==> src/design/poc_pkg.sv <==
// shared types and codes for the partial order closure block
package poc_pkg;

  localparam int unsigned ELEM_W = 6;
  localparam int unsigned CNT_W  = 7;

  localparam logic OP_ADD   = 1'b0;
  localparam logic OP_QUERY = 1'b1;

  localparam logic [1:0] REL_NONE = 2'd0;
  localparam logic [1:0] REL_A_GT = 2'd1;
  localparam logic [1:0] REL_B_GT = 2'd2;

  localparam logic [1:0] ST_OK     = 2'd0;
  localparam logic [1:0] ST_REJECT = 2'd1;
  localparam logic [1:0] ST_RANGE  = 2'd2;

  typedef enum logic [1:0] {
    RD_A = 2'd0,
    RD_B = 2'd1,
    RD_X = 2'd2
  } rd_sel_e;

  typedef struct packed {
    logic    clr;
    logic    load;
    logic    rd_en;
    rd_sel_e rd_sel;
    logic    cap_a;
    logic    cap_b;
    logic    walk_start;
    logic    walk_step;
    logic    res_load;
  } cmd_t;

  typedef struct packed {
    logic clr_last;
    logic oor;
    logic is_add;
    logic reject;
    logic walk_done;
  } sts_t;

endpackage

==> src/design/poc_datapath.sv <==
// row memory, item registers, row walk and result registers
module poc_datapath #(
  parameter int unsigned MAX_ELEMS = 64
) (
  input  logic                     clk_i,
  input  logic                     rst_ni,
  input  logic                     cfg_we_i,
  input  logic [poc_pkg::CNT_W-1:0] cfg_wdata_i,
  input  logic                     op_i,
  input  logic [poc_pkg::ELEM_W-1:0] elem_a_i,
  input  logic [poc_pkg::ELEM_W-1:0] elem_b_i,
  input  poc_pkg::cmd_t            cmd_i,
  output poc_pkg::sts_t            sts_o,
  output logic [1:0]               relation_o,
  output logic [1:0]               status_o
);
  import poc_pkg::*;

  localparam int unsigned AW    = (MAX_ELEMS > 1) ? $clog2(MAX_ELEMS) : 1;
  localparam int unsigned N_RST = (MAX_ELEMS < 64) ? MAX_ELEMS : 64;

  logic [CNT_W-1:0]     n_q, n_d;
  logic                 op_q;
  logic [ELEM_W-1:0]    a_q, b_q;
  logic                 gt_ab_q, gt_ba_q;
  logic [MAX_ELEMS-1:0] row_b_q;
  logic [MAX_ELEMS-1:0] mem [MAX_ELEMS];
  logic [MAX_ELEMS-1:0] rdata_q;
  logic [CNT_W-1:0]     x_q, x_d;
  logic [CNT_W-1:0]     stg_x_q, stg_x_d;
  logic                 stg_v_q, stg_v_d;
  logic [AW-1:0]        clr_q;
  logic [1:0]           rel_q, sts_q;

  logic                 rd_en;
  logic [AW-1:0]        rd_addr;
  logic                 we;
  logic [AW-1:0]        waddr;
  logic [MAX_ELEMS-1:0] wdata;
  logic [MAX_ELEMS-1:0] sh_a, sh_b, one_b;
  logic                 x_in;
  logic [1:0]           rel;

  // saturate the element count to the matrix size
  always_comb begin
    n_d = n_q;
    if (cfg_we_i) begin
      if (32'(cfg_wdata_i) > MAX_ELEMS) n_d = CNT_W'(MAX_ELEMS);
      else n_d = cfg_wdata_i;
    end
  end

  always_ff @(posedge clk_i or negedge rst_ni) begin
    if (!rst_ni) n_q <= CNT_W'(N_RST);
    else n_q <= n_d;
  end

  assign sh_a  = rdata_q >> a_q;
  assign sh_b  = rdata_q >> b_q;
  assign one_b = {{(MAX_ELEMS-1){1'b0}}, 1'b1} << b_q;
  assign x_in  = x_q < n_q;

  always_ff @(posedge clk_i) begin
    if (cmd_i.load) begin
      op_q <= op_i;
      a_q  <= elem_a_i;
      b_q  <= elem_b_i;
    end
    if (cmd_i.cap_a) gt_ab_q <= sh_b[0];
    if (cmd_i.cap_b) begin
      gt_ba_q <= sh_a[0];
      row_b_q <= rdata_q | one_b;
    end
  end

  // row walk: read row x, write it back in the next cycle if x is a or lies above a
  always_comb begin
    x_d     = x_q;
    stg_v_d = stg_v_q;
    stg_x_d = stg_x_q;
    if (cmd_i.walk_start) begin
      x_d     = '0;
      stg_v_d = 1'b0;
    end else if (cmd_i.walk_step) begin
      stg_v_d = x_in;
      stg_x_d = x_q;
      if (x_in) x_d = x_q + CNT_W'(1);
    end
  end

  always_ff @(posedge clk_i or negedge rst_ni) begin
    if (!rst_ni) begin
      x_q     <= '0;
      stg_v_q <= 1'b0;
      clr_q   <= '0;
    end else begin
      x_q     <= x_d;
      stg_v_q <= stg_v_d;
      if (cmd_i.clr) clr_q <= clr_q + AW'(1);
    end
  end

  always_ff @(posedge clk_i) begin
    stg_x_q <= stg_x_d;
  end

  always_comb begin
    rd_en = cmd_i.rd_en || (cmd_i.walk_step && x_in);
    case (cmd_i.rd_sel)
      RD_A:    rd_addr = AW'(a_q);
      RD_B:    rd_addr = AW'(b_q);
      RD_X:    rd_addr = AW'(x_q);
      default: rd_addr = AW'(x_q);
    endcase
    if (cmd_i.walk_step) rd_addr = AW'(x_q);
  end

  always_comb begin
    if (cmd_i.clr) begin
      we    = 1'b1;
      waddr = clr_q;
      wdata = '0;
    end else begin
      we    = cmd_i.walk_step && stg_v_q && ((stg_x_q == {1'b0, a_q}) || sh_a[0]);
      waddr = AW'(stg_x_q);
      wdata = rdata_q | row_b_q;
    end
  end

  always_ff @(posedge clk_i) begin
    if (we) mem[waddr] <= wdata;
    if (rd_en) rdata_q <= mem[rd_addr];
  end

  assign rel = gt_ab_q ? REL_A_GT : (gt_ba_q ? REL_B_GT : REL_NONE);

  always_ff @(posedge clk_i) begin
    if (cmd_i.res_load) begin
      if (sts_o.oor) begin
        rel_q <= REL_NONE;
        sts_q <= ST_RANGE;
      end else begin
        rel_q <= rel;
        sts_q <= (sts_o.is_add && sts_o.reject) ? ST_REJECT : ST_OK;
      end
    end
  end

  assign sts_o.clr_last  = (clr_q == AW'(MAX_ELEMS - 1));
  assign sts_o.oor       = ({1'b0, a_q} >= n_q) || ({1'b0, b_q} >= n_q);
  assign sts_o.is_add    = (op_q == OP_ADD);
  assign sts_o.reject    = (a_q == b_q) || gt_ab_q || gt_ba_q;
  assign sts_o.walk_done = !x_in && !stg_v_q;

  assign relation_o = rel_q;
  assign status_o   = sts_q;

endmodule

==> config.mk <==
export PLATFORM = sky130hd
export DESIGN_NAME = poc_datapath
export DESIGN_NICKNAME = d
export VERILOG_FILES = /design/src/design/poc_pkg.sv /design/src/design/poc_datapath.sv
export SDC_FILE = /design/constraint.sdc
export NUM_CORES = 2
export LEC_CHECK = 0
export BUFFER_PORTS_ARGS = -buffer_cell sky130_fd_sc_hd__clkbuf_2
export CORE_ASPECT_RATIO = 1.1
export CORE_MARGIN = 5
export CORE_UTILIZATION = 45
export CTS_BUF_LIST = sky130_fd_sc_hd__clkbuf_4
export DETAILED_ROUTE_END_ITERATION = 7
export PLACE_DENSITY_LB_ADDON = 0.2
export SLEW_MARGIN = 40
export SYNTH_ARGS = -nofsm -noshare
export SYNTH_HDL_FRONTEND = slang
export SYNTH_SLANG_ARGS = --single-unit
export TNS_END_PERCENT = 30
==> constraint.sdc <==
create_clock -name clk_i -period 11.5 [get_ports clk_i]
set_input_delay 0 -clock clk_i [delete_from_list [all_inputs] [get_ports clk_i]]
set_output_delay 0 -clock clk_i [all_outputs]
set_load 0.01 [all_outputs]
==> flow_summary.ini <==
[timing]
slew-limit-headroom_pct = 34.6
skew_ps = 186
post-route-period-util_pct = 46.8
setup_viol_count_final = 0
worst_slack_ps = 6120
whs_ps = 149
finalCriticalPeriod_ps = 5380
fmax_mhz = 186
worst_slew_pin_slew_ps = 981
hold_viol = 0
fin_tns_setup_ps = 0
rsz0062_at_grt = no
slew_violations = 0

[drt]
vias = 108053
post_drt_wl_per_cell_um = 31.9
viasPerCell = 6.16
drt-total-wl_um = 559000
first_pass_iters = 6
drtIter0Drc = 13806
drt.antenna.violating_nets = 0
drc = 0

[power_and_ir_drop]
peakVddDrop_uv = 101
total_power_mw = 35.6
power_density_nw_per_um2 = 187
p_leak_nw = 65.3

[synthesis]
synth-edff-count = 4250
synth_compound_area_share_pct = 6.48
synth-seq-cells = 4271
synth_xor_area_share_pct = 0.120
postSynthAreaPerCell_um2 = 15.3
synthArstFlopShare_pct = 0.492
synth_top_family_by_area = simple AND/OR/NAND/NOR gates
ys_types = 60
ys_seq_area_share_pct = 76.3
syn_inst = 10960
synth_area_um2 = 168000
yosys.area_share.simple_pct = 9.84
yosys_warnings = 0
synth_fa_ha_area_share_pct = 0.149
syn-num-nets = 11013
synth_ff_type = edfxtp_1
synth.area.mux_share_pct = 5.17

[placement]
hpwl_um = 290000
place_congestion = 0.840
post-place-ws_ps = 6180
place_area_um2 = 176000
place_inst = 15571
port_buffers = 41

[floorplanning]
die_area_um2 = 385000
die_w_um = 592
io_pins = 42
die_y_um = 651
rows = 235
coreArea_um2 = 372000
initial_core_util_pct = 45.1

[clock_tree]
clk-insertion-delay-late_ps = 1720
cts_root_buffer = clkbuf_4
clk_pin_slew_ps = 70
cts_made_buffers = 1157
cts.path.max_buffers = 5
h-tree-depth = 7
cts_tree = yes
cts.sinks = 4271

[global_routing]
track_usage_pct = 28.7
grt-ovfl-total = 0
antenna_found_initial = 17
grt_pass1_wl_um = 785000
grt_pass1_vias = 106487
grt_max_degree = 139

[cells_and_area]
final_nets = 11922
finalInstanceArea_um2 = 190000
multi_input_area_um2 = 37700
layout-drive-gt1-share_pct = 19.6
syn2layout_area_growth_pct = 13.3
fillers = 31053
register_area_um2 = 128000
fin_util_pct = 51.2
finalNonFillerCells = 17527

[worst_setup_path]
r2r_start = a_q[3]$_DFFE_PP_
critical_path_required_ps = 12880
worstPathCellList = mux2i_1 > o21a_4 > buf_12 > nand2_4 > buf_4 > a311oi_1 > nor4_1 > o22ai_1 > a311o_1 > dlygate4sd3_1
crit_family = buffers and inverters
worst-path-max-fanout = 69
critPathArrivalTime_ps = 6750
cp_slowest_cell = edfxtp_1
end_kind = register
slowest_delay_ps = 800
cp-start-kind = register
cp-startpoint = a_q[3]$_DFFE_PP_
worst-path-buf-inv = 3
crit_type = register to register

[worst_hold_path]
hp-class = primary input to async pin

[flow_run]
drv_cap = 0

[outcome]
status = finished clean
-- path summary, 6_finish.rpt --
| kind | end | slack, ps | cells past startpoint |
|---|---|---|---|
| max | rdata_q[17]$_DFFE_PP_ | 6120 | 10 |
| max reg2reg | rdata_q[17]$_DFFE_PP_ | 6120 | 10 |
| min | clr_q[0]$_DFFE_PN0P_ | 150 | 5 |
| min reg2reg | clr_q[5]$_DFFE_PN0P_ | 570 | 1 |
| max in group asynchronous | n_q[6]$_DFFE_PN1P_ | 10940 | 5 |
| min in group clk_i | stg_v_q$_DFFE_PN0P_ | 210 | 5 |
-- kinds of logic (layout without fill, tap and decap cells) --
group / after synthesis / count (layout)
flops: 4271 / 4271
simple gates: 3764 / 3764
compound gates: 1453 / 1453
buf+inv: 785 / 2353
mux: 644 / 644
xor+xnor: 23 / 23
fa+ha+maj: 20 / 20
other cells: 0 / 22
-- flip-flops by register name, indices dropped and copies added (netlist names), 2 cells and up --
register and flops:
row_b_q 64, stg_x_q 7, rdata_q 64, n_q 7, a_q 6, mem 4096
relation_o 2, b_q 6, x_q 7, status_o 2, clr_q 6
-- Yosys cell counts (all sizes together) (7+ instances only) --
library cell	instances	share of area [%]
and2	223	0.83
o32ai	53	0.28
ha	20	0.15
a22oi	77	0.34
nand3b	19	0.085
or4	10	0.045
a31oi	121	0.45
xor2	16	0.083
a21boi	8	0.036
o221a	12	0.080
o221ai	174	0.91
xnor2	7	0.037
a21o	53	0.24
nor2	155	0.35
o211ai	10	0.045
nand2b	13	0.048
buf	270	0.76
a32oi	19	0.099
inv	17	0.038
dfrtp	20	0.30
o22ai	78	0.29
nand3	935	2.8
a311oi	222	1.2
a41oi	54	0.28
mux2i	464	2.8
nand2	2129	4.8
clkbuf	498	1.1
edfxtp	4250	76
o21bai	23	0.10
o21ai	50	0.15
mux4	178	2.4
nor3	153	0.46
or3	49	0.18
a21oi	257	0.77
nor4	61	0.24
a221oi	222	1.2
-- layout make-up --
| type | count | share of cell area (%) |
|---|---|---|
| diodes | 22 | 0.0289 |
| clock buffers | 1618 | 6.38 |
| repair buffers | 518 | 2.62 |
| flip-flops and latches | 4271 | 67.3 |
| multi-input cells | 5904 | 19.8 |
| well taps | 4977 | 3.27 |
| inverters | 17 | 0.0335 |
| clock inverters | 200 | 0.537 |
-- worst min-delay path, cell delays in order --
cell and delay [ps]:
dlygate4sd3_1 540, dlygate4sd3_1 540, dlygate4sd3_1 550, clkbuf_2 140
buf_2 460
-- repair_timing --
| item | 4_1_cts | 5_1_grt |
|---|---|---|
| resized for setup | 0 | 0 |
| buffers inserted | 0 | 0 |
| endpoints found under the hold margin | 4578 | 21 |
| hold buffers | 109 | 1 |
-- routing by layer --
| layer | track usage, % | wire [µm] | vias up |
|---|---|---|---|
| li1 | - | - | 45039 |
| met1 | 37.4 | 209000 | 55089 |
| met2 | 45.0 | 264000 | 6649 |
| met3 | 6.33 | 54500 | 1274 |
| met4 | 15.4 | 30900 | 2 |
| met5 | 0 | 17 | - |
-- report_power, final --
part           internal (mW)  leakage [nW]  switching [mW]
logic                   1.26          18.3            3.37
clock network           6.60          7.98            6.03
registers               18.0          39.0           0.317
-- placed cells by master (no fill, tap or decap), drive strengths merged, types with 8 or more instances in the layout --
master,netlist,routed
edfxtp,4250,4250
nand2,2129,2129
clkbuf,498,1658
nand3,935,935
mux2i,464,464
buf,270,370
a21oi,257,257
and2,223,223
a221oi,222,222
a311oi,222,222
mux4,178,178
o221ai,174,174
clkinv,0,158
nor2,155,155
nor3,153,153
a31oi,121,121
dlygate4sd3,0,108
o22ai,78,78
a22oi,77,77
nor4,61,61
a41oi,54,54
a21o,53,53
o32ai,53,53
o21ai,50,50
or3,49,49
inv,17,46
o21bai,23,23
diode,0,22
ha,20,20
dfrtp,20,20
a32oi,19,19
nand3b,19,19
xor2,16,16
nand2b,13,13
o221a,12,12
or4,10,10
o211ai,10,10
bufinv,0,9
a21boi,8,8
Power figures use the tool's default switching activity.
