$ cat src/design/poc_pkg.sv
// shared types and codes for the partial order closure block
package poc_pkg;

  localparam int unsigned ELEM_W = 6;
  localparam int unsigned CNT_W  = 7;

  localparam logic OP_ADD   = 1'b0;
  localparam logic OP_QUERY = 1'b1;

  localparam logic [1:0] REL_NONE = 2'd0;
  localparam logic [1:0] REL_A_GT = 2'd1;
  localparam logic [1:0] REL_B_GT = 2'd2;

  localparam logic [1:0] ST_OK     = 2'd0;
  localparam logic [1:0] ST_REJECT = 2'd1;
  localparam logic [1:0] ST_RANGE  = 2'd2;

  typedef enum logic [1:0] {
    RD_A = 2'd0,
    RD_B = 2'd1,
    RD_X = 2'd2
  } rd_sel_e;

  typedef struct packed {
    logic    clr;
    logic    load;
    logic    rd_en;
    rd_sel_e rd_sel;
    logic    cap_a;
    logic    cap_b;
    logic    walk_start;
    logic    walk_step;
    logic    res_load;
  } cmd_t;

  typedef struct packed {
    logic clr_last;
    logic oor;
    logic is_add;
    logic reject;
    logic walk_done;
  } sts_t;

endpackage

$ cat src/design/poc_ctrl.sv
// sequencing state machine and output beat handshake
module poc_ctrl (
  input  logic          clk_i,
  input  logic          rst_ni,
  input  logic          in_valid_i,
  output logic          in_ready_o,
  output logic          out_valid_o,
  input  logic          out_ready_i,
  input  poc_pkg::sts_t sts_i,
  output poc_pkg::cmd_t cmd_o
);
  import poc_pkg::*;

  typedef enum logic [6:0] {
    S_CLEAR  = 7'b0000001,
    S_IDLE   = 7'b0000010,
    S_RD_A   = 7'b0000100,
    S_RD_B   = 7'b0001000,
    S_CAP_B  = 7'b0010000,
    S_WALK   = 7'b0100000,
    S_DONE   = 7'b1000000
  } state_e;

  state_e state_q, state_d;
  logic   out_valid_q, out_valid_d;
  logic   check_q, check_d;

  always_comb begin
    state_d     = state_q;
    check_d     = 1'b0;
    out_valid_d = out_valid_q;
    cmd_o       = '0;
    cmd_o.rd_sel = RD_X;
    in_ready_o  = 1'b0;
    if (out_valid_q && out_ready_i) out_valid_d = 1'b0;
    case (state_q)
      S_CLEAR: begin
        cmd_o.clr = 1'b1;
        if (sts_i.clr_last) state_d = S_IDLE;
      end
      S_IDLE: begin
        in_ready_o = 1'b1;
        if (in_valid_i) begin
          cmd_o.load = 1'b1;
          state_d    = S_RD_A;
        end
      end
      S_RD_A: begin
        if (sts_i.oor) begin
          state_d = S_DONE;
        end else begin
          cmd_o.rd_en  = 1'b1;
          cmd_o.rd_sel = RD_A;
          state_d      = S_RD_B;
        end
      end
      S_RD_B: begin
        cmd_o.cap_a  = 1'b1;
        cmd_o.rd_en  = 1'b1;
        cmd_o.rd_sel = RD_B;
        state_d      = S_CAP_B;
      end
      S_CAP_B: begin
        // capture row b, then decide in the next cycle with both bits registered
        if (!check_q) begin
          cmd_o.cap_b = 1'b1;
          check_d     = 1'b1;
        end else if (sts_i.is_add && !sts_i.reject) begin
          cmd_o.walk_start = 1'b1;
          state_d          = S_WALK;
        end else begin
          state_d = S_DONE;
        end
      end
      S_WALK: begin
        cmd_o.walk_step = 1'b1;
        if (sts_i.walk_done) state_d = S_DONE;
      end
      S_DONE: begin
        if (!out_valid_q || out_ready_i) begin
          cmd_o.res_load = 1'b1;
          out_valid_d    = 1'b1;
          state_d        = S_IDLE;
        end
      end
      default: state_d = S_IDLE;
    endcase
  end

  always_ff @(posedge clk_i or negedge rst_ni) begin
    if (!rst_ni) begin
      state_q     <= S_CLEAR;
      out_valid_q <= 1'b0;
      check_q     <= 1'b0;
    end else begin
      state_q     <= state_d;
      out_valid_q <= out_valid_d;
      check_q     <= check_d;
    end
  end

  assign out_valid_o = out_valid_q;

endmodule

$ cat config.mk
export PLATFORM = sky130hd
export DESIGN_NAME = poc_ctrl
export DESIGN_NICKNAME = d
export VERILOG_FILES = /design/src/design/poc_pkg.sv /design/src/design/poc_ctrl.sv
export SDC_FILE = /design/constraint.sdc
export NUM_CORES = 1
export LEC_CHECK = 0
export ABC_AREA = 0
export BUFFER_PORTS_ARGS = -buffer_cell sky130_fd_sc_hd__buf_2
export CAP_MARGIN = 20
export CORE_AREA = 2 2 39 41
export CTS_CLUSTER_DIAMETER = 100
export CTS_CLUSTER_SIZE = 14
export DETAILED_ROUTE_END_ITERATION = 10
export DIE_AREA = 0 0 41 43
export PLACE_DENSITY = 0.78
export SYNTH_ARGS = -nofsm -noshare
export SYNTH_HDL_FRONTEND = slang
export SYNTH_SLANG_ARGS = --single-unit
$ cat constraint.sdc
create_clock -name clk_i -period 3 [get_ports clk_i]
set_input_delay 0.6 -clock clk_i [delete_from_list [all_inputs] [get_ports clk_i]]
set_output_delay 0.6 -clock clk_i [all_outputs]
set_load 0.03 [all_outputs]
==> metrics.yaml, run 1 <==
grt_util_met2_pct: 22.5
clockBufferDepth: 2
grt_pass1_vias: 440
p_switching_w: 0.000258
intPower_w: 0.000299
initialDrtViolationCount: 13
fillers: 137
synth-seq-cells: 9
htreeDepth: 1
setup_violations: 0
gp_congestion: 0.879
rows: 14
cts.repair.resized: 0
grt_pass1_wl_mm: 1.79
cts_tree: "done"
skew_ps: 0.555
cts_hold_buf: 0
fmax_mhz: 432
cap_violations: 0
grt_usage_pct: 15.1
top_usage_layer: "met2"
port_buffers: 20
p_leak_nw: 0.344
start_kind: "flip-flop"
crit_start: "state_q[6]"
die_y_microns: 43
clkPwrFrac_pct: 17.1
ir_worst_vdd_mv: 0.532
pwr-share-seq_pct: 32.3
vias: 527
switching_share_pct: 46.3
crit_type: "flip-flop to output pin"
cp.buffers_inverters: 1
hold_path.class: "input pin to async pin"
ant_nets: 0
die_w_microns: 41
final_nets: 96
path_depth: 5
finalHoldViolations: 0
dieArea_sq_um: 1760
syn-instance-count: 63
core-area_sq_um: 1380
status: "complete, no violations"
r2r_slack_ps: 1380
overflow: 0
r2r_cells: 4
crit_slowest_cell: "dfrtp_1"
root_buffer: "clkbuf_4"
path_max_fanout: 6
place_hpwl_microns: 928
layout_common_cells: "buf_2 (20), dfrtp_1 (8), inv_1 (7), nand2b_1 (6), nor2_1 (5)"
post_synth.cell_area_avg_sq_um: 9.04
rsz0062_at_grt: "false"
met1_usage_pct: 19.5
arrival_ps: 1720
drc: 0
insertion_delay_ps: 260
synth_area_sq_um: 569
synth_nets: 72
io_pins: 21
final_common_cell: "buf_2"
r2r_start: "state_q[3]"
tightest_slew_ps: 393
multiInputGateArea_sq_um: 309
cp.required_ps: 2400
slowest_delay_ps: 450
synth_cell_types: 29
drt-pass1-iter-count: 4
reg2reg_to: "state_q[6]"
ff_latch_area_sq_um: 226
drt-total-wl_mm: 1.16
yosysWarnings: 0
finalSetupTns_ps: 0
diodes: 0
avgRoutedWirePerCell_microns: 11.4
ys_seq_area_share_pct: 39.8
path_clk_slew_ps: 60
slew_viol_final: 0
antenna_found_initial: 0
via_per_inst: 5.17
combPwrFrac_pct: 50.6
cp-end-kind: "output pin"
hold_slack_ps: 177
area_delta_synth_final_pct: 24.4
layout-drive-gt1-share_pct: 33.7
grt_use_met3_pct: 3.14
clock-sinks: 9
finalCritPeriodShare_pct: 77.2
numCtsBuffers: 3
worstSetupEndpoint: "cmd_o[8]"
crit_family: "simple AND/OR/NAND/NOR gates"
initial_core_util_pct: 41.1
slew_headroom_pct: 73.5
min_period_ps: 2320
grt_max_degree: 10
power.density_nw_per_um2: 787
cts_setup_buffers: 0
cp_cell_sequence: "nor3_4 > nand2_1 > nor3b_2 > and2_1 > buf_2"
-- synthesized netlist by cell type --
cell      number  area share, %
nand3b_1       1            1.3
nor3b_1        4            5.3
a21boi_0       1            1.3
dfrtp_1        8             35
o31ai_1        1            1.3
buf_4          1            1.3
nand2b_1       6            6.6
nand3_1        2            1.8
o32ai_1        1            1.5
nand2_2        1            1.1
o41ai_1        1            1.5
nor4_1         2            2.2
o211ai_1       2            2.6
and2_1         2            2.2
nor3_4         1            2.9
nor2b_1        2            2.2
nand4_1        1            1.1
inv_1          7            4.6
o21ai_0        2            1.8
nand2_1        1           0.66
nor2_1         5            3.3
or4b_1         1            1.8
nor4bb_1       1            1.8
or4_1          1            1.3
a21oi_1        4            3.5
nor2_2         1            1.1
nor3b_2        1            2.2
dfstp_2        1            4.6
mux2_2         1            2.0
-- sequential cells by signal (all words and copies together) (netlist names) --
signal and count:
check_q 1, out_valid_o 1, state_q 7
-- cell type report --
type | instances | area share (%)
sequential | 9 | 32.0
tap | 16 | 2.83
multi-input combinational | 46 | 43.6
inverter | 7 | 3.71
timing repair buffer | 20 | 14.1
clock buffer | 4 | 3.71
-- logic make-up after synthesis --
| logic type | Yosys count | synth area share, % |
|---|---|---|
| AOI/OAI and AO/OA | 12 | 13.6 |
| DFF | 9 | 39.8 |
| buffers and inverters | 8 | 5.94 |
| and+or+nand+nor | 33 | 38.7 |
| muxes | 1 | 1.98 |
-- per-layer routing --
layer	vias to the layer above	part of all wire, %	wire length (microns)
li1	270	-	-
met1	232	46	534
met5	-	0	0
met2	20	46	541
met4	0	1.6	19
met3	5	5.9	69
-- worst min path at each step --
| stage | from | depth (start not counted) | to |
|---|---|---|---|
| after global routing | rst_ni | 1 | state_q[5] |
| after global placement | rst_ni | 1 | state_q[5] |
| after CTS | rst_ni | 1 | state_q[5] |
| after floorplan | rst_ni | 0 | check_q |
| final | rst_ni | 1 | state_q[5] |
| after detailed placement | rst_ni | 1 | state_q[5] |
-- worst reg2reg max path, cell delays in order (launching register included) --
cell	delay [ps]
dfrtp_1	430
nor4_1	430
o211ai_1	160
nand3_1	150
mux2_2	340
-- power by group through the flow --
stage                     Clock (W)  Sequential (W)  Combinational [W]
final                     0.0000956        0.000180           0.000282
after CTS                 0.0000967        0.000180           0.000283
after global routing       0.000103        0.000184           0.000310
after global placement            0        0.000181           0.000279
after detailed placement          0        0.000183           0.000280
after floorplan                   0        0.000181           0.000217
-- stage by stage --
stage / cell area [sq um] / util, % / setup WS, ps / power (W) / std cells
6_report: 708 / 51.2 / 685 / 0.000557 / 102
5_1_grt: 708 / 51.2 / 558 / 0.000597 / 102
4_1_cts: 708 / 51.2 / 673 / 0.000560 / 102
3_5_place_dp: 682 / 49.3 / 975 / 0.000463 / 98
3_3_place_gp: 682 / 49.3 / 1010 / 0.000460 / 98
2_1_floorplan: 569 / - / 637 / 0.000397 / 63
(Power assumes the default switching activity.)
==> run 2: changes to the inputs <==
--- a/config.mk
+++ b/config.mk
@@ -8,11 +8,10 @@
 export ABC_AREA = 0
 export BUFFER_PORTS_ARGS = -buffer_cell sky130_fd_sc_hd__buf_2
 export CAP_MARGIN = 20
-export CORE_AREA = 2 2 39 41
+export CORE_UTILIZATION = 41
 export CTS_CLUSTER_DIAMETER = 100
 export CTS_CLUSTER_SIZE = 14
 export DETAILED_ROUTE_END_ITERATION = 10
-export DIE_AREA = 0 0 41 43
 export PLACE_DENSITY = 0.78
 export SYNTH_ARGS = -nofsm -noshare
 export SYNTH_HDL_FRONTEND = slang
==> constraint.sdc (replaced) <==
create_clock -name clk_i -period 2 [get_ports clk_i]
set_input_delay 0.4 -clock clk_i [delete_from_list [all_inputs] [get_ports clk_i]]
set_output_delay 0.4 -clock clk_i [all_outputs]
set_load 0.03 [all_outputs]
==> metrics.yaml, run 2 (synthesized netlist as in run 1, its figures left out) <==
power.density_nw_per_um2: 1230
cp.required_ps: 1600
crit_family: "simple AND/OR/NAND/NOR gates"
io_pins: 21
setup_ws_ps: 45.2
path_clk_slew_ps: 60
die_y_microns: 39.3
clockBufferDepth: 2
initialDrtViolationCount: 20
layout-drive-gt1-share_pct: 47.8
placedCellCount: 97
antenna_found_initial: 0
clkPwrFrac_pct: 14.2
cp.buffers_inverters: 1
fmax_mhz: 512
core-area_sq_um: 1300
final_common_cell: "buf_2"
avgRoutedWirePerCell_microns: 13.7
crit_type: "flip-flop to output pin"
finalPower_w: 0.000999
skew_ps: 0.317
start_kind: "flip-flop"
combPwrFrac_pct: 57.7
overflow: 0
grt_pass1_vias: 456
switching_share_pct: 45.4
hold_path.class: "input pin to flip-flop"
min_period_ps: 1950
slew_viol_final: 0
layout_common_cells: "buf_2 (17), inv_1 (7), buf_4 (7), nand2b_1 (6), dfrtp_1 (5)"
drc: 0
p_leak_nw: 0.378
cp_cell_sequence: "nor3_4 > nand2_2 > nor3b_4 > and2_4 > buf_6"
cap_violations: 0
p_switching_w: 0.000453
grt_max_degree: 10
largest_reg_flops: 7
pre_cts_slack_ps: 152
port_buffers: 20
setup_violations: 0
arrival_ps: 1550
regMostFlops: "state_q"
status: "complete, no violations"
insertion_delay_ps: 250
dieArea_sq_um: 1540
post-route-util_pct: 62.2
rsz0062_at_grt: "true"
finalCritPeriodShare_pct: 97.7
path_max_fanout: 4
numCtsBuffers: 3
area_delta_synth_final_pct: 42.2
finalHoldViolations: 0
slowest_delay_ps: 430
place_hpwl_microns: 938
drt-total-wl_mm: 1.47
rows: 13
vias: 576
intPower_w: 0.000545
tightest_slew_ps: 310
ir_worst_vdd_mv: 0.902
htreeDepth: 1
diodes: 0
pwr-share-seq_pct: 28.2
cp-end-kind: "output pin"
final_cells: 107
finalSetupTns_ps: 0
grt_usage_pct: 19.9
grt_pass1_wl_mm: 2.00
slew_headroom_pct: 79.1
ant_nets: 0
gp_congestion: 0.893
final_nets: 102
crit_slowest_cell: "dfrtp_2"
root_buffer: "clkbuf_4"
drt-pass1-iter-count: 4
via_per_inst: 5.38
clock-sinks: 9
die_w_microns: 39.3
initial_core_util_pct: 43.8
cts_tree: "done"
-- run 2: area by class of cell --
cell class | count | area (sq um)
tap | 15 | 18.8
fill | 116 | 492
timing repair buffer | 26 | 159
clock buffer | 4 | 26.3
inverter | 7 | 26.3
sequential | 9 | 230
multi-input combinational | 46 | 349
-- run 2: layer usage --
layer	global-route usage [%]	share of wire, %	vias to the layer above
li1	-	-	284
met1	27.3	44	264
met2	30.8	51	26
met3	1.70	4.4	2
met4	10.3	0.82	0
met5	0	0	-
-- run 2: through the flow --
stage / hold WS [ps] / area (sq um)
floorplan: 104 / 586
global route: 281 / 810
finish: 273 / 810
global placement: 262 / 697
CTS: 277 / 759
detailed placement: 266 / 697
-- run 2: timing repair --
item | in CTS | in global routing
pin swaps | 1 | 5
gates cloned | 0 | 0
setup buffers | 1 | 4
endpoints found under the setup margin | 6 | 9
resized for setup | 5 | 9
hold buffers | 1 | 0
hold endpoints to repair | 8 | 0
-- run 2: path summary, 6_finish.rpt --
| kind | from | slack, ps | depth (start not counted) | endpoint |
|---|---|---|---|---|
| max | state_q[6] | 50 | 5 | cmd_o[8] |
| min | sts_i[4] | 270 | 2 | state_q[0] |
| max reg2reg | state_q[6] | 350 | 5 | state_q[5] |
| min reg2reg | out_valid_o | 570 | 2 | out_valid_o |
| max in group asynchronous | rst_ni | 1230 | 2 | state_q[0] |
| min in group asynchronous | rst_ni | 520 | 2 | state_q[4] |
-- run 2: power by group through the flow --
stage | Clock [W] | Sequential, W | Combinational, W
CTS | 0.000141 | 0.000275 | 0.000491
finish | 0.000141 | 0.000281 | 0.000576
floorplan | 0 | 0.000272 | 0.000353
global route | 0.000150 | 0.000289 | 0.000615
detailed placement | 0 | 0.000273 | 0.000457
global placement | 0 | 0.000270 | 0.000447
==> run 3: changes to the inputs <==
--- a/config.mk
+++ b/config.mk
@@ -12,7 +12,7 @@
 export CTS_CLUSTER_DIAMETER = 100
 export CTS_CLUSTER_SIZE = 14
 export DETAILED_ROUTE_END_ITERATION = 10
-export PLACE_DENSITY = 0.78
+export PLACE_DENSITY = 0.71
 export SYNTH_ARGS = -nofsm -noshare
 export SYNTH_HDL_FRONTEND = slang
 export SYNTH_SLANG_ARGS = --single-unit
==> metrics.yaml, run 3 (synthesized netlist as in run 1, its figures left out) <==
drt-total-wl_mm: 1.28
gp_congestion: 0.847
drt-pass1-iter-count: 4
root_buffer: "clkbuf_4"
dieArea_sq_um: 1540
cap_violations: 0
htreeDepth: 1
rows: 13
tightest_slew_ps: 289
arrival_ps: 1550
grt_pass1_vias: 433
slew_viol_final: 0
grt_usage_pct: 19.6
numCtsBuffers: 3
grt_pass1_wl_mm: 1.93
antenna_found_initial: 0
die_y_microns: 39.3
min_period_ps: 1950
final_common_cell: "buf_2"
skew_ps: 7.16
initial_core_util_pct: 43.8
place_hpwl_microns: 923
hold_path.class: "input pin to flip-flop"
layout-drive-gt1-share_pct: 47.3
path_clk_slew_ps: 70
crit_slowest_cell: "dfrtp_2"
avgRoutedWirePerCell_microns: 11.8
fmax_mhz: 513
pre_cts_slack_ps: 160
clockBufferDepth: 2
insertion_delay_ps: 260
cp-end-kind: "output pin"
setup_violations: 0
vias: 565
slew_headroom_pct: 80.7
grt_max_degree: 10
p_leak_nw: 0.378
rsz0062_at_grt: "true"
final_nets: 103
cp.required_ps: 1600
slowest_delay_ps: 450
drc: 0
finalHoldViolations: 0
regMostFlops: "state_q"
setup_ws_ps: 49.9
cp_cell_sequence: "nor3_4 > nand2_2 > nor3b_4 > and2_1 > buf_4"
placed_area_sq_um: 697
cts_tree: "done"
largest_reg_flops: 7
ir_worst_vdd_mv: 0.811
start_kind: "flip-flop"
initialDrtViolationCount: 9
area_delta_synth_final_pct: 43.3
port_buffers: 20
core-area_sq_um: 1300
io_pins: 21
path_max_fanout: 6
overflow: 0
final_area_sq_um: 816
ant_nets: 0
diodes: 0
die_w_microns: 39.3
finalCritPeriodShare_pct: 97.5
power.density_nw_per_um2: 1240
clock-sinks: 9
crit_type: "flip-flop to output pin"
status: "complete, no violations"
layout_common_cells: "buf_2 (17), buf_4 (8), inv_1 (7), nand2b_1 (6)"
via_per_inst: 5.23
[run 3: path summary, 6_finish.rpt]
kind / from / to / slack, ps / cells after the start
max reg2reg: state_q[6] / state_q[5] / 380 / 5
max in group asynchronous: rst_ni / state_q[0] / 1240 / 2
min reg2reg: out_valid_o / out_valid_o / 570 / 2
min in group asynchronous: rst_ni / check_q / 510 / 2
max: state_q[6] / cmd_o[8] / 50 / 5
min: sts_i[4] / state_q[0] / 260 / 2
[run 3: per-layer routing]
layer | vias to the layer above | track usage, % | share of wire (%)
met1 | 270 | 25.2 | 46
met4 | 0 | 12.9 | 0
li1 | 284 | - | -
met3 | 0 | 5.11 | 2.5
met2 | 11 | 28.7 | 51
met5 | - | 0 | 0
[run 3: power by group]
| group | switching (W) | internal [W] | leakage [nW] |
|---|---|---|---|
| clock network | 0.0000652 | 0.0000769 | 0.0150 |
| logic | 0.000309 | 0.000273 | 0.250 |
| registers | 0.0000670 | 0.000222 | 0.112 |
| total | 0.000441 | 0.000572 | 0.378 |
[run 3: critical path: cells and delay by family (launching register included)]
family                 cells  cell delay [ps]
and+or+nand+nor            4              690
DFF                        1              450
buffers and inverters      1              150
[run 3: stage by stage]
stage               total power, W  util, %  setup TNS [ps]  hold slack, ps  cells
floorplan                 0.000625        -               0             104     63
global placement          0.000722     53.6               0             264     97
detailed placement        0.000723     53.6               0             263     97
CTS                       0.000921     58.3           -22.9             250    104
global route               0.00108     62.7           -49.5             266    108
finish                     0.00101     62.7               0             257    108
[run 3: cell type report]
cell class | instances | area (sq um)
fill | 111 | 485
multi-input combinational | 46 | 350
sequential | 9 | 231
timing repair buffer | 27 | 163
clock buffer | 4 | 26.3
inverter | 7 | 26.3
tap | 15 | 18.8
[run 3: timing repair]
item / in CTS / in global routing
setup endpoints to repair: 4 / 10
gates resized for setup: 4 / 8
setup buffers: 2 / 4
hold endpoints to repair: 8 / 0
hold buffers: 1 / 0
pin swaps: 1 / 4
